## src/sv/aimd_pkg.sv

```systemverilog
// ---------------------------------------------------------------------------
// AIMD rate and tier control: shared definitions
// Types, register indexes, tier codes and reset values used across the block.
// ---------------------------------------------------------------------------
package aimd_pkg;

	localparam int PACKET_BYTES = 1400;

	localparam int RATE_W    = 16;
	localparam int STEP_W    = 10;
	localparam int LOSS_W    = 14;
	localparam int BITRATE_W = 27;
	localparam int TIER_W    = 2;
	localparam int CFG_IDX_W = 3;
	localparam int CFG_DAT_W = 27;
	// 3 * bitrate and 11 * bitrate thresholds
	localparam int UP_THR_W  = BITRATE_W + 2;
	localparam int DN_THR_W  = BITRATE_W + 4;

	localparam logic [CFG_IDX_W-1:0] REG_RATE_STEP    = 3'd0;
	localparam logic [CFG_IDX_W-1:0] REG_RATE_FLOOR   = 3'd1;
	localparam logic [CFG_IDX_W-1:0] REG_RATE_CEILING = 3'd2;
	localparam logic [CFG_IDX_W-1:0] REG_LOSS_THRESH  = 3'd3;
	localparam logic [CFG_IDX_W-1:0] REG_LOW_BITRATE  = 3'd4;
	localparam logic [CFG_IDX_W-1:0] REG_MID_BITRATE  = 3'd5;
	localparam logic [CFG_IDX_W-1:0] REG_HIGH_BITRATE = 3'd6;

	localparam logic [TIER_W-1:0] TIER_LOW  = 2'd0;
	localparam logic [TIER_W-1:0] TIER_MID  = 2'd1;
	localparam logic [TIER_W-1:0] TIER_HIGH = 2'd2;

	localparam logic [0:0] OP_LOSS    = 1'b0;
	localparam logic [0:0] OP_SEGMENT = 1'b1;

	localparam logic [RATE_W-1:0]    RESET_RATE         = 16'd500;
	localparam logic [STEP_W-1:0]    RESET_RATE_STEP    = 10'd10;
	localparam logic [RATE_W-1:0]    RESET_RATE_FLOOR   = 16'd10;
	localparam logic [RATE_W-1:0]    RESET_RATE_CEILING = 16'd5000;
	localparam logic [LOSS_W-1:0]    RESET_LOSS_THRESH  = 14'd500;
	localparam logic [BITRATE_W-1:0] RESET_MID_BITRATE  = 27'd1200000;
	localparam logic [BITRATE_W-1:0] RESET_HIGH_BITRATE = 27'd2500000;

	// Configuration as seen by the datapath; bitrates are held pre-scaled.
	typedef struct packed {
		logic [STEP_W-1:0]   rate_step;
		logic [RATE_W-1:0]   rate_floor;
		logic [RATE_W-1:0]   rate_ceiling;
		logic [LOSS_W-1:0]   loss_threshold;
		logic [UP_THR_W-1:0] up_mid;
		logic [UP_THR_W-1:0] up_high;
		logic [DN_THR_W-1:0] dn_mid;
		logic [DN_THR_W-1:0] dn_high;
	} cfg_t;

	typedef struct packed {
		logic [RATE_W-1:0] packet_rate;
		logic [TIER_W-1:0] quality_tier;
		logic              tier_changed;
		logic              rate_dropped;
	} result_t;

endpackage

```

## src/sv/aimd_cfg_regs.sv

```systemverilog
// ---------------------------------------------------------------------------
// AIMD configuration registers
// Holds the control registers and scales the mid and high tier bitrates as written.
// ---------------------------------------------------------------------------
module aimd_cfg_regs (
	input  logic                             clk,
	input  logic                             arst_n,
	input  logic                             cfg_we,
	input  logic [aimd_pkg::CFG_IDX_W-1:0]   cfg_addr,
	input  logic [aimd_pkg::CFG_DAT_W-1:0]   cfg_wdata,
	output aimd_pkg::cfg_t                   cfg
);

	aimd_pkg::cfg_t cfg_q;
	logic [aimd_pkg::BITRATE_W-1:0] br;
	logic [aimd_pkg::UP_THR_W-1:0]  br_x3;
	logic [aimd_pkg::DN_THR_W-1:0]  br_x11;

	assign br     = cfg_wdata[aimd_pkg::BITRATE_W-1:0];
	assign br_x3  = aimd_pkg::UP_THR_W'({br, 1'b0}) + aimd_pkg::UP_THR_W'(br);
	assign br_x11 = aimd_pkg::DN_THR_W'({br, 3'b000}) + aimd_pkg::DN_THR_W'({br, 1'b0})
		+ aimd_pkg::DN_THR_W'(br);

	// The low tier bitrate never enters a comparison, so its writes are dropped.
	always_ff @(posedge clk or negedge arst_n) begin
		if (!arst_n) begin
			cfg_q.rate_step      <= aimd_pkg::RESET_RATE_STEP;
			cfg_q.rate_floor     <= aimd_pkg::RESET_RATE_FLOOR;
			cfg_q.rate_ceiling   <= aimd_pkg::RESET_RATE_CEILING;
			cfg_q.loss_threshold <= aimd_pkg::RESET_LOSS_THRESH;
			cfg_q.up_mid         <= aimd_pkg::UP_THR_W'(aimd_pkg::RESET_MID_BITRATE * 3);
			cfg_q.up_high        <= aimd_pkg::UP_THR_W'(aimd_pkg::RESET_HIGH_BITRATE * 3);
			cfg_q.dn_mid         <= aimd_pkg::DN_THR_W'(aimd_pkg::RESET_MID_BITRATE * 11);
			cfg_q.dn_high        <= aimd_pkg::DN_THR_W'(aimd_pkg::RESET_HIGH_BITRATE * 11);
		end else if (cfg_we) begin
			unique case (cfg_addr)
				aimd_pkg::REG_RATE_STEP:    cfg_q.rate_step <= cfg_wdata[aimd_pkg::STEP_W-1:0];
				aimd_pkg::REG_RATE_FLOOR:
					cfg_q.rate_floor <= cfg_wdata[aimd_pkg::RATE_W-1:0];
				aimd_pkg::REG_RATE_CEILING:
					cfg_q.rate_ceiling <= cfg_wdata[aimd_pkg::RATE_W-1:0];
				aimd_pkg::REG_LOSS_THRESH:
					cfg_q.loss_threshold <= cfg_wdata[aimd_pkg::LOSS_W-1:0];
				aimd_pkg::REG_MID_BITRATE: begin
					cfg_q.up_mid <= br_x3;
					cfg_q.dn_mid <= br_x11;
				end
				aimd_pkg::REG_HIGH_BITRATE: begin
					cfg_q.up_high <= br_x3;
					cfg_q.dn_high <= br_x11;
				end
				default: ;
			endcase
		end
	end

	assign cfg = cfg_q;

endmodule

```

## src/sv/aimd_core.sv

```systemverilog
// ---------------------------------------------------------------------------
// AIMD update core
// Holds the packet rate and tier, and applies one event per enabled cycle.
// ---------------------------------------------------------------------------
module aimd_core #(
	parameter int PACKET_BYTES = aimd_pkg::PACKET_BYTES
) (
	input  logic                          clk,
	input  logic                          arst_n,
	input  logic                          step_en,
	input  logic                          op,
	input  logic [aimd_pkg::LOSS_W-1:0]   loss_level,
	input  aimd_pkg::cfg_t                cfg,
	output aimd_pkg::result_t             res
);

	localparam int K2      = PACKET_BYTES * 16;
	localparam int K10     = PACKET_BYTES * 80;
	localparam int EST10_W = aimd_pkg::RATE_W + $clog2(K10 + 1);
	localparam int CMP_W   = (EST10_W > aimd_pkg::DN_THR_W) ? EST10_W : aimd_pkg::DN_THR_W;
	localparam logic [CMP_W-1:0] K2_C  = CMP_W'(K2);
	localparam logic [CMP_W-1:0] K10_C = CMP_W'(K10);

	logic [aimd_pkg::RATE_W-1:0] rate_q;
	logic [aimd_pkg::TIER_W-1:0] tier_q;

	logic [aimd_pkg::RATE_W-1:0] half_rate;
	logic [aimd_pkg::RATE_W:0]   sum_rate;
	logic [aimd_pkg::RATE_W-1:0] rate_nxt;
	logic [aimd_pkg::TIER_W-1:0] tier_nxt;
	logic                        dropped;
	logic [CMP_W-1:0]            est_x2;
	logic [CMP_W-1:0]            est_x10;
	logic                        up_ok;
	logic                        dn_ok;

	assign half_rate = rate_q >> 1;
	assign sum_rate  = {1'b0, rate_q} + (aimd_pkg::RATE_W + 1)'(cfg.rate_step);
	assign est_x2    = CMP_W'(rate_q) * K2_C;
	assign est_x10   = CMP_W'(rate_q) * K10_C;

	always_comb begin
		up_ok = 1'b0;
		dn_ok = 1'b0;
		unique case (tier_q)
			aimd_pkg::TIER_LOW:  up_ok = est_x2 > CMP_W'(cfg.up_mid);
			aimd_pkg::TIER_MID: begin
				up_ok = est_x2 > CMP_W'(cfg.up_high);
				dn_ok = est_x10 < CMP_W'(cfg.dn_mid);
			end
			aimd_pkg::TIER_HIGH: dn_ok = est_x10 < CMP_W'(cfg.dn_high);
			default: ;
		endcase
	end

	always_comb begin
		rate_nxt = rate_q;
		tier_nxt = tier_q;
		dropped  = 1'b0;
		if (op == aimd_pkg::OP_LOSS) begin
			if (loss_level > cfg.loss_threshold) begin
				dropped  = 1'b1;
				rate_nxt = (half_rate < cfg.rate_floor) ? cfg.rate_floor : half_rate;
			end else if (sum_rate > {1'b0, cfg.rate_ceiling}) begin
				rate_nxt = cfg.rate_ceiling;
			end else begin
				rate_nxt = sum_rate[aimd_pkg::RATE_W-1:0];
			end
		end else begin
			priority if (up_ok) begin
				tier_nxt = tier_q + aimd_pkg::TIER_W'(1);
			end else if (dn_ok) begin
				tier_nxt = tier_q - aimd_pkg::TIER_W'(1);
			end else begin
				tier_nxt = tier_q;
			end
		end
	end

	always_ff @(posedge clk or negedge arst_n) begin
		if (!arst_n) begin
			rate_q <= aimd_pkg::RESET_RATE;
			tier_q <= aimd_pkg::TIER_LOW;
		end else if (step_en) begin
			rate_q <= rate_nxt;
			tier_q <= tier_nxt;
		end
	end

	assign res.packet_rate  = rate_nxt;
	assign res.quality_tier = tier_nxt;
	assign res.tier_changed = tier_nxt != tier_q;
	assign res.rate_dropped = dropped;

endmodule

```

## src/sv/aimd_rate_and_tier_control_unit.sv

```systemverilog
// ---------------------------------------------------------------------------
// AIMD rate and tier control unit
// Events are taken into stage one; results are registered in stage two.
// Throughput: one word per cycle while the result channel is not stalled; the
// single update of the rate and tier registers in the core sets that figure.
// Reset: asynchronous, active low; rate 500, lowest tier, registers at their
// defaults, both pipeline stages empty.
// ---------------------------------------------------------------------------
module aimd_rate_and_tier_control_unit #(
	parameter int PACKET_BYTES = aimd_pkg::PACKET_BYTES
) (
	input  logic                             clk,
	input  logic                             arst_n,
	// Event channel
	input  logic                             in_valid,
	output logic                             in_ready,
	input  logic                             op,
	input  logic [aimd_pkg::LOSS_W-1:0]      loss_level,
	// Result channel
	output logic                             out_valid,
	input  logic                             out_ready,
	output logic [aimd_pkg::RATE_W-1:0]      packet_rate,
	output logic [aimd_pkg::TIER_W-1:0]      quality_tier,
	output logic                             tier_changed,
	output logic                             rate_dropped,
	// Configuration write port
	input  logic                             cfg_we,
	input  logic [aimd_pkg::CFG_IDX_W-1:0]   cfg_addr,
	input  logic [aimd_pkg::CFG_DAT_W-1:0]   cfg_wdata
);

	// Stage one holds the accepted event word; stage two holds the result word.
	// The core reads the state registers while the event sits in stage one
	// and writes them as the result moves into stage two, so the next event,
	// following it into stage one, already sees the updated rate and tier.
	logic                        valid_s1;
	logic                        op_s1;
	logic [aimd_pkg::LOSS_W-1:0] loss_s1;
	logic                        valid_s2;
	aimd_pkg::result_t           res_s2;

	aimd_pkg::cfg_t    cfg;
	aimd_pkg::result_t res;
	logic              adv;

	// Stage two may be reloaded when it is empty or its word is being taken.
	assign adv      = !valid_s2 || out_ready;
	assign in_ready = !valid_s1 || adv;

	aimd_cfg_regs u_cfg (
		.clk       (clk),
		.arst_n    (arst_n),
		.cfg_we    (cfg_we),
		.cfg_addr  (cfg_addr),
		.cfg_wdata (cfg_wdata),
		.cfg       (cfg)
	);

	aimd_core #(
		.PACKET_BYTES (PACKET_BYTES)
	) u_core (
		.clk        (clk),
		.arst_n     (arst_n),
		.step_en    (valid_s1 && adv),
		.op         (op_s1),
		.loss_level (loss_s1),
		.cfg        (cfg),
		.res        (res)
	);

	always_ff @(posedge clk or negedge arst_n) begin
		if (!arst_n) begin
			valid_s1 <= 1'b0;
			valid_s2 <= 1'b0;
		end else begin
			if (in_ready) begin
				valid_s1 <= in_valid;
			end
			if (adv) begin
				valid_s2 <= valid_s1;
			end
		end
	end

	// Payload registers carry no reset.
	always_ff @(posedge clk) begin
		if (in_ready && in_valid) begin
			op_s1   <= op;
			loss_s1 <= loss_level;
		end
		if (adv && valid_s1) begin
			res_s2 <= res;
		end
	end

	assign out_valid    = valid_s2;
	assign packet_rate  = res_s2.packet_rate;
	assign quality_tier = res_s2.quality_tier;
	assign tier_changed = res_s2.tier_changed;
	assign rate_dropped = res_s2.rate_dropped;

endmodule
```

## config.mk

```make
export PLATFORM = sky130hd
export DESIGN_NAME = aimd_rate_and_tier_control_unit
export DESIGN_NICKNAME = d
export VERILOG_FILES = /design/src/sv/aimd_pkg.sv /design/src/sv/aimd_cfg_regs.sv /design/src/sv/aimd_core.sv /design/src/sv/aimd_rate_and_tier_control_unit.sv
export SDC_FILE = /design/constraint.sdc
export NUM_CORES = 1
export LEC_CHECK = 0
export ABC_AREA = 1
export BUFFER_PORTS_ARGS = -buffer_cell sky130_fd_sc_hd__buf_2
export CORE_UTILIZATION = 25
export DETAILED_ROUTE_END_ITERATION = 10
export SLEW_MARGIN = 10
export SYNTH_ARGS = -nofsm -noshare
export SYNTH_HDL_FRONTEND = slang
export SYNTH_SLANG_ARGS = --single-unit
```

## constraint.sdc

```tcl
create_clock -name clk -period 5.85 [get_ports clk]
set_clock_uncertainty 0.15 [all_clocks]
set_input_delay 0.2925 -clock clk [delete_from_list [all_inputs] [get_ports clk]]
set_output_delay 0.2925 -clock clk [all_outputs]
set_load 0.005 [all_outputs]
```

== After elaboration in Yosys (flattened, before gate mapping) ==
Cells that the tools add are included.

* Bits in registers: 231
* Output and inout port bits: 22
* Logic and storage cells: 65

* $add $sub $neg: 6
* Multiply operators: 2
* Order comparisons: 7
* Equality and inequality tests: 8
* Mux-type cells: 10
* Reduce and logical (&&, ||, !) cells: 14

{| class="wikitable"
|+ Operator list
! cell !! number
|-
| less-than comparator 33 x 31 -> 1 bit || 2
|-
| 2-to-1 mux 16 bit || 4
|-
| greater-than comparator 31 x 29 -> 1 bit || 2
|-
| adder 30 x 28 -> 31 bit || 1
|-
| adder 31 x 27 -> 31 bit || 1
|-
| adder 28 x 27 -> 29 bit || 1
|-
| multiplier 16 x 10 -> 26 bit, second input constant || 1
|-
| multiplier 16 x 8 -> 24 bit, second input constant || 1
|-
| adder 16 x 10 -> 17 bit || 1
|-
| greater-than comparator 17 x 16 -> 1 bit || 1
|-
| less-than comparator 15 x 16 -> 1 bit || 1
|-
| greater-than comparator 14 bit || 1
|-
| AND reduction 2 bit || 6
|-
| == test 3 x 2 -> 1 bit, second input constant || 2
|-
| == test 3 bit, second input constant || 2
|-
| 2-to-1 mux 2 bit || 3
|-
| one-hot mux 1 bit (2 select lines) || 2
|-
| == test 3 x 1 -> 1 bit, second input constant || 1
|-
| zero test 3 bit || 1
|-
| adder 2 x 1 -> 2 bit, second input constant || 1
|-
| == test 2 x 1 -> 1 bit, second input constant || 1
|-
| == test 2 bit, second input constant || 1
|-
| logical AND 1 bit || 2
|-
| zero test 1 bit || 2
|-
| other kinds (5) || 6
|}

== Logic depth before layout (Yosys ltp) ==
* Word-level depth: 7
* Mapped depth: 39
* Gate-level depth less buffers: 39

== By module ==
A second synthesis with hierarchy kept.

* Cell total of the unflattened synthesis: 3271
* Area total of the unflattened synthesis: 24392.1 µm²

{| class="wikitable"
|+ By module, submodules not included
! module !! instances !! cells each !! area each (µm²) !! sequential area each (µm²)
|-
| aimd_core || 1 || 1720 || 12250.5 || 457.9
|-
| aimd_cfg_regs || 1 || 1504 || 10995.5 || 4326.6
|-
| aimd_rate_and_tier_control_unit || 1 || 47 || 1146.1 || 1101.1
|}

== Worst setup path after synthesis ==
Ideal clock, no wire load.

* Path type: reg-to-reg
* From: register u_core.rate_q[2] (netlist bit)
* To: register res_s2 (netlist bit quality_tier[0]) (data pin)
* Library setup time: 0.258 ns
* Arrival: 5.699 ns
* Required time: 5.442 ns
* Slack: -0.257 ns
* Stages on the path, launching flop included: 35
* Buffers on the path: 0
* Period minus slack after synthesis: 6.107 ns
* Cell sequence: dfstp_2 -> ha_1 -> xor2_1 -> ha_1 -> or2_2 -> fa_1 -> fa_1 -> inv_1 -> fa_1 -> inv_1 -> ha_1 -> nand2_1 -> o21ai_0 -> a21oi_1 -> nor2_1 -> nor2_1 -> o21ai_2 -> nand3_1 -> nand2_1 -> xor2_1 -> ha_1 -> a21oi_1 -> nor3_1 -> a211oi_1 -> nand2_1 -> nand2_1 -> nand2_1 -> nand2_1 -> nand2_1 -> nand2_1 -> nand2_1 -> nand2_1 -> nand2_1 -> nand2_1 -> nand2_1

{| class="wikitable"
|+ RTL lines
! item !! line !! text
|-
| start: declaration || aimd_core.sv:24 || <nowiki>logic [aimd_pkg::RATE_W-1:0] rate_q;</nowiki>
|-
| start signal: assignment || aimd_core.sv:82 || <nowiki>rate_q <= aimd_pkg::RESET_RATE;</nowiki>
|-
| start signal: assignment || aimd_core.sv:85 || <nowiki>rate_q <= rate_nxt;</nowiki>
|-
| end signal: assignment || aimd_rate_and_tier_control_unit.sv:92 || <nowiki>res_s2 <= res;</nowiki>
|-
| end: declaration || aimd_rate_and_tier_control_unit.sv:40 || <nowiki>aimd_pkg::result_t res_s2;</nowiki>
|}

==> summary.txt <==
Routing
  – Iteration-0 DRC count of the detailed router: 1,137
  – Final WL: 65.53 mm
  – Via density: 4.453
  – Wire per inst: 15.29 um
  – Via count: roughly 19,000
  – Remaining DRCs: 0
  – Antenna viol nets, final: 0
  – Drt pass-1 iters: 5

Clock tree
  – Clock transition at the registers of the reported paths: 60 ps
  – Clk_lat worst skew: 590 ps
  – Num Clock Sinks: 225
  – # H-tree levels: 1
  – Root Driver: clkbuf_16
  – Longest Clk Path Bufs: 3
  – CTS Buf Count: 28
  – CTS tree: built

STA
  – Final Hold Violating Endpoints: 0
  – Final Max Slew Viols: 0
  – Slew @ Worst Pin: 1167 ps
  – Fin crit share: 107.2%
  – Min Tclk post-route: ~6300 ps
  – FMAX: 159.5 MHz
  – Max_slew headroom: 22.15%
  – RSZ-0062 raised after global routing: yes
  – Slack of the critical path: -418.5 ps
  – Setup total negative slack: -1768 ps
  – # setup viols final: 5

Die
  – Die area: 91,820 um2
  – Ports: 72
  – Initial core utilization: 25.21%
  – Die Span Y: 303.0 um
  – Die extent in x: 303.0 um
  – Cell Rows: 110
  – Core ar.: 89,870 um2

Placement
  – Placer congestion estimate: 0.8960
  – HPWL Detailed: 53.97 mm
  – Placed Cells: 4,198
  – Worst slack, placed: -505.4 ps
  – IO Port Bufs: 71

Synthesis
  – Yosys reg bits: 225
  – Most common flop cell mapped by yosys: dfrtp_1
  – Share of the synthesized area in the top cell type: 18.61%
  – Top cells by count, synth: nand2_1, inv_1, ha_1
  – Async S/R FF share, synth: 84.44%
  – Post-synth EDFFs: 35
  – Most frequent cell after synthesis: nand2_1
  – Post-synth top area cell: ha_1
  – Ys Warns: 0
  – Cells after synthesis: approximately 2,800
  – Syn nets: 3,321
  – Count of cell types in the netlist: 58
  – Syn avg cell area: 8.091 um2
  – Register area share after synthesis: roughly a quarter
  – Post-synthesis instance area: 22,650 um2
  – Synth top area cells: ha_1, dfrtp_1, fa_1, nand2_1, inv_1

Setup path
  – WP data arrival: 6430 ps
  – Largest stage delay, worst path: between 600 and 700 ps
  – Worst path most repeated cell: nand2_2
  – Slowest-stage cell, CP: dfstp_2
  – CP startpoint kind: flip-flop
  – Critical Path RT: between 6000 and 7000 ps
  – R2r worst-path depth: 35
  – CP Capture Type: flip-flop
  – Critical path class: reg -> reg
  – Worst reg2reg setup slack: -420 ps
  – RR Endpoint: quality_tier[0]
  – Crit-path max FO: 6
  – Worst r2r src: u_core.rate_q[5]

Outcome
  – Failing checks: setup timing
  – Outcome: finished with violations

Flow run
  – Max-Cap Viols: 0

Global route
  – Tot GR Track Use: around 14%
  – First-pass GRT wire length: 104.7 mm
  – Initial antenna violation count: 4
  – Grt ovf: 0
  – Largest net degree at the start of global routing: 149
  – Vias in the first global route: 19,350

Layout
  – Ratio of cells with drive above 1 in the final layout: 18.51%
  – Util after Layout: 31.09%
  – # diodes: 0
  – Area Growth Syn to Fin: 23.34%
  – Finished Layout Cells: approximately 4,300
  – NumNets Final: about 3,600

Min path
  – Worst Hold Class: in -> reg
  – Hold Crit Depth: 4
  – HP Start: cfg_wdata[0]
  – Hold endpoint: u_cfg.cfg[1]
worst max-delay path: cells and delay by family, from the launching register on:
family,cells,cell delay (ps)
adders and majority gates,7,2700
and+or+nand+nor,16,1100
AOI/OAI and AO/OA,6,850
DFF,1,630
buffers and inverters,5,340
xor gates and xnor gates,1,230
layout by cell type (no fill, tap or decap), types with 35 or more instances in the layout:
cell type	instances
buf_2	70
fa_1	133
edfxtp_1	35
inv_1	494
ha_1	301
ha_4	35
a21oi_1	168
xor2_1	60
nor2_1	100
buf_4	207
nand2_1	565
o21ai_0	191
dfstp_2	64
nand3_1	144
dfrtp_1	122
kinds of logic (layout without fill, tap and decap cells):
kind of cell               Yosys count  after routing  share of synthesized area [%]
DFF                                225            225                          25.98
xor gates and xnor gates            97             97                          3.750
buffers and inverters              565            876                          9.527
AOI/OAI and AO/OA                  494            494                          12.00
and+or+nand+nor                    948            948                          18.29
adders and majority gates          471            471                          30.45
metal layers:
metal / track usage [%] / vias up / wire [um]
li1: - / 9667 / -
met1: 20.24 / 8962 / 31050
met2: 23.45 / 383 / 29490
met3: 2.091 / 78 / 3443
met4: 3.422 / 0 / 1540
met5: 0 / - / 0
what timing repair did:
| item | 4_1_cts | 5_1_grt |
|---|---|---|
| setup endpoints to repair | 5 | 5 |
| hold buffers | 21 | 0 |
| pin swaps | 51 | 42 |
| buffers inserted | 11 | 6 |
| resized for setup | 59 | 46 |
| hold endpoints to repair | 61 | 0 |
worst max-delay path by stage:
stage / endpoint / start / slack, ps
5_1_grt: quality_tier[0] / u_core.rate_q[6] / -710
4_1_cts: quality_tier[0] / u_core.rate_q[4] / -370
2_1_floorplan: quality_tier[0] / u_core.rate_q[7] / -40
6_report: quality_tier[0] / u_core.rate_q[5] / -420
3_5_place_dp: quality_tier[0] / u_core.rate_q[7] / -510
3_3_place_gp: quality_tier[1] / u_core.rate_q[4] / -490
through the flow:
step	hold slack (ps)	area, um2
5_1_grt	82.60	27940
3_3_place_gp	121.3	26120
2_1_floorplan	-153.1	22970
6_report	36.46	27940
3_5_place_dp	123.9	26120
4_1_cts	11.79	27670
layout make-up:
type	instances	area [um2]
Inverter	517	1943
Multi-Input combinational cell	2010	15450
Clock buffer	44	812.0
Fill cell	9442	61930
Sequential cell	225	5891
Timing Repair Buffer	307	2253
Tap cell	1176	1471
Clock inverter	8	123.9
registers in the layout, summed over array words and instances, names as in the netlist, 2 cells and up:
signal and cells:
u_core.tier_q 2, quality_tier 2, loss_s1 14, u_cfg.cfg 170, packet_rate 16, u_core.rate_q 16
Power is left out: the tool's default activity adds up to more than one toggle a clock period on the data nets, which glitch-free logic cannot reach.
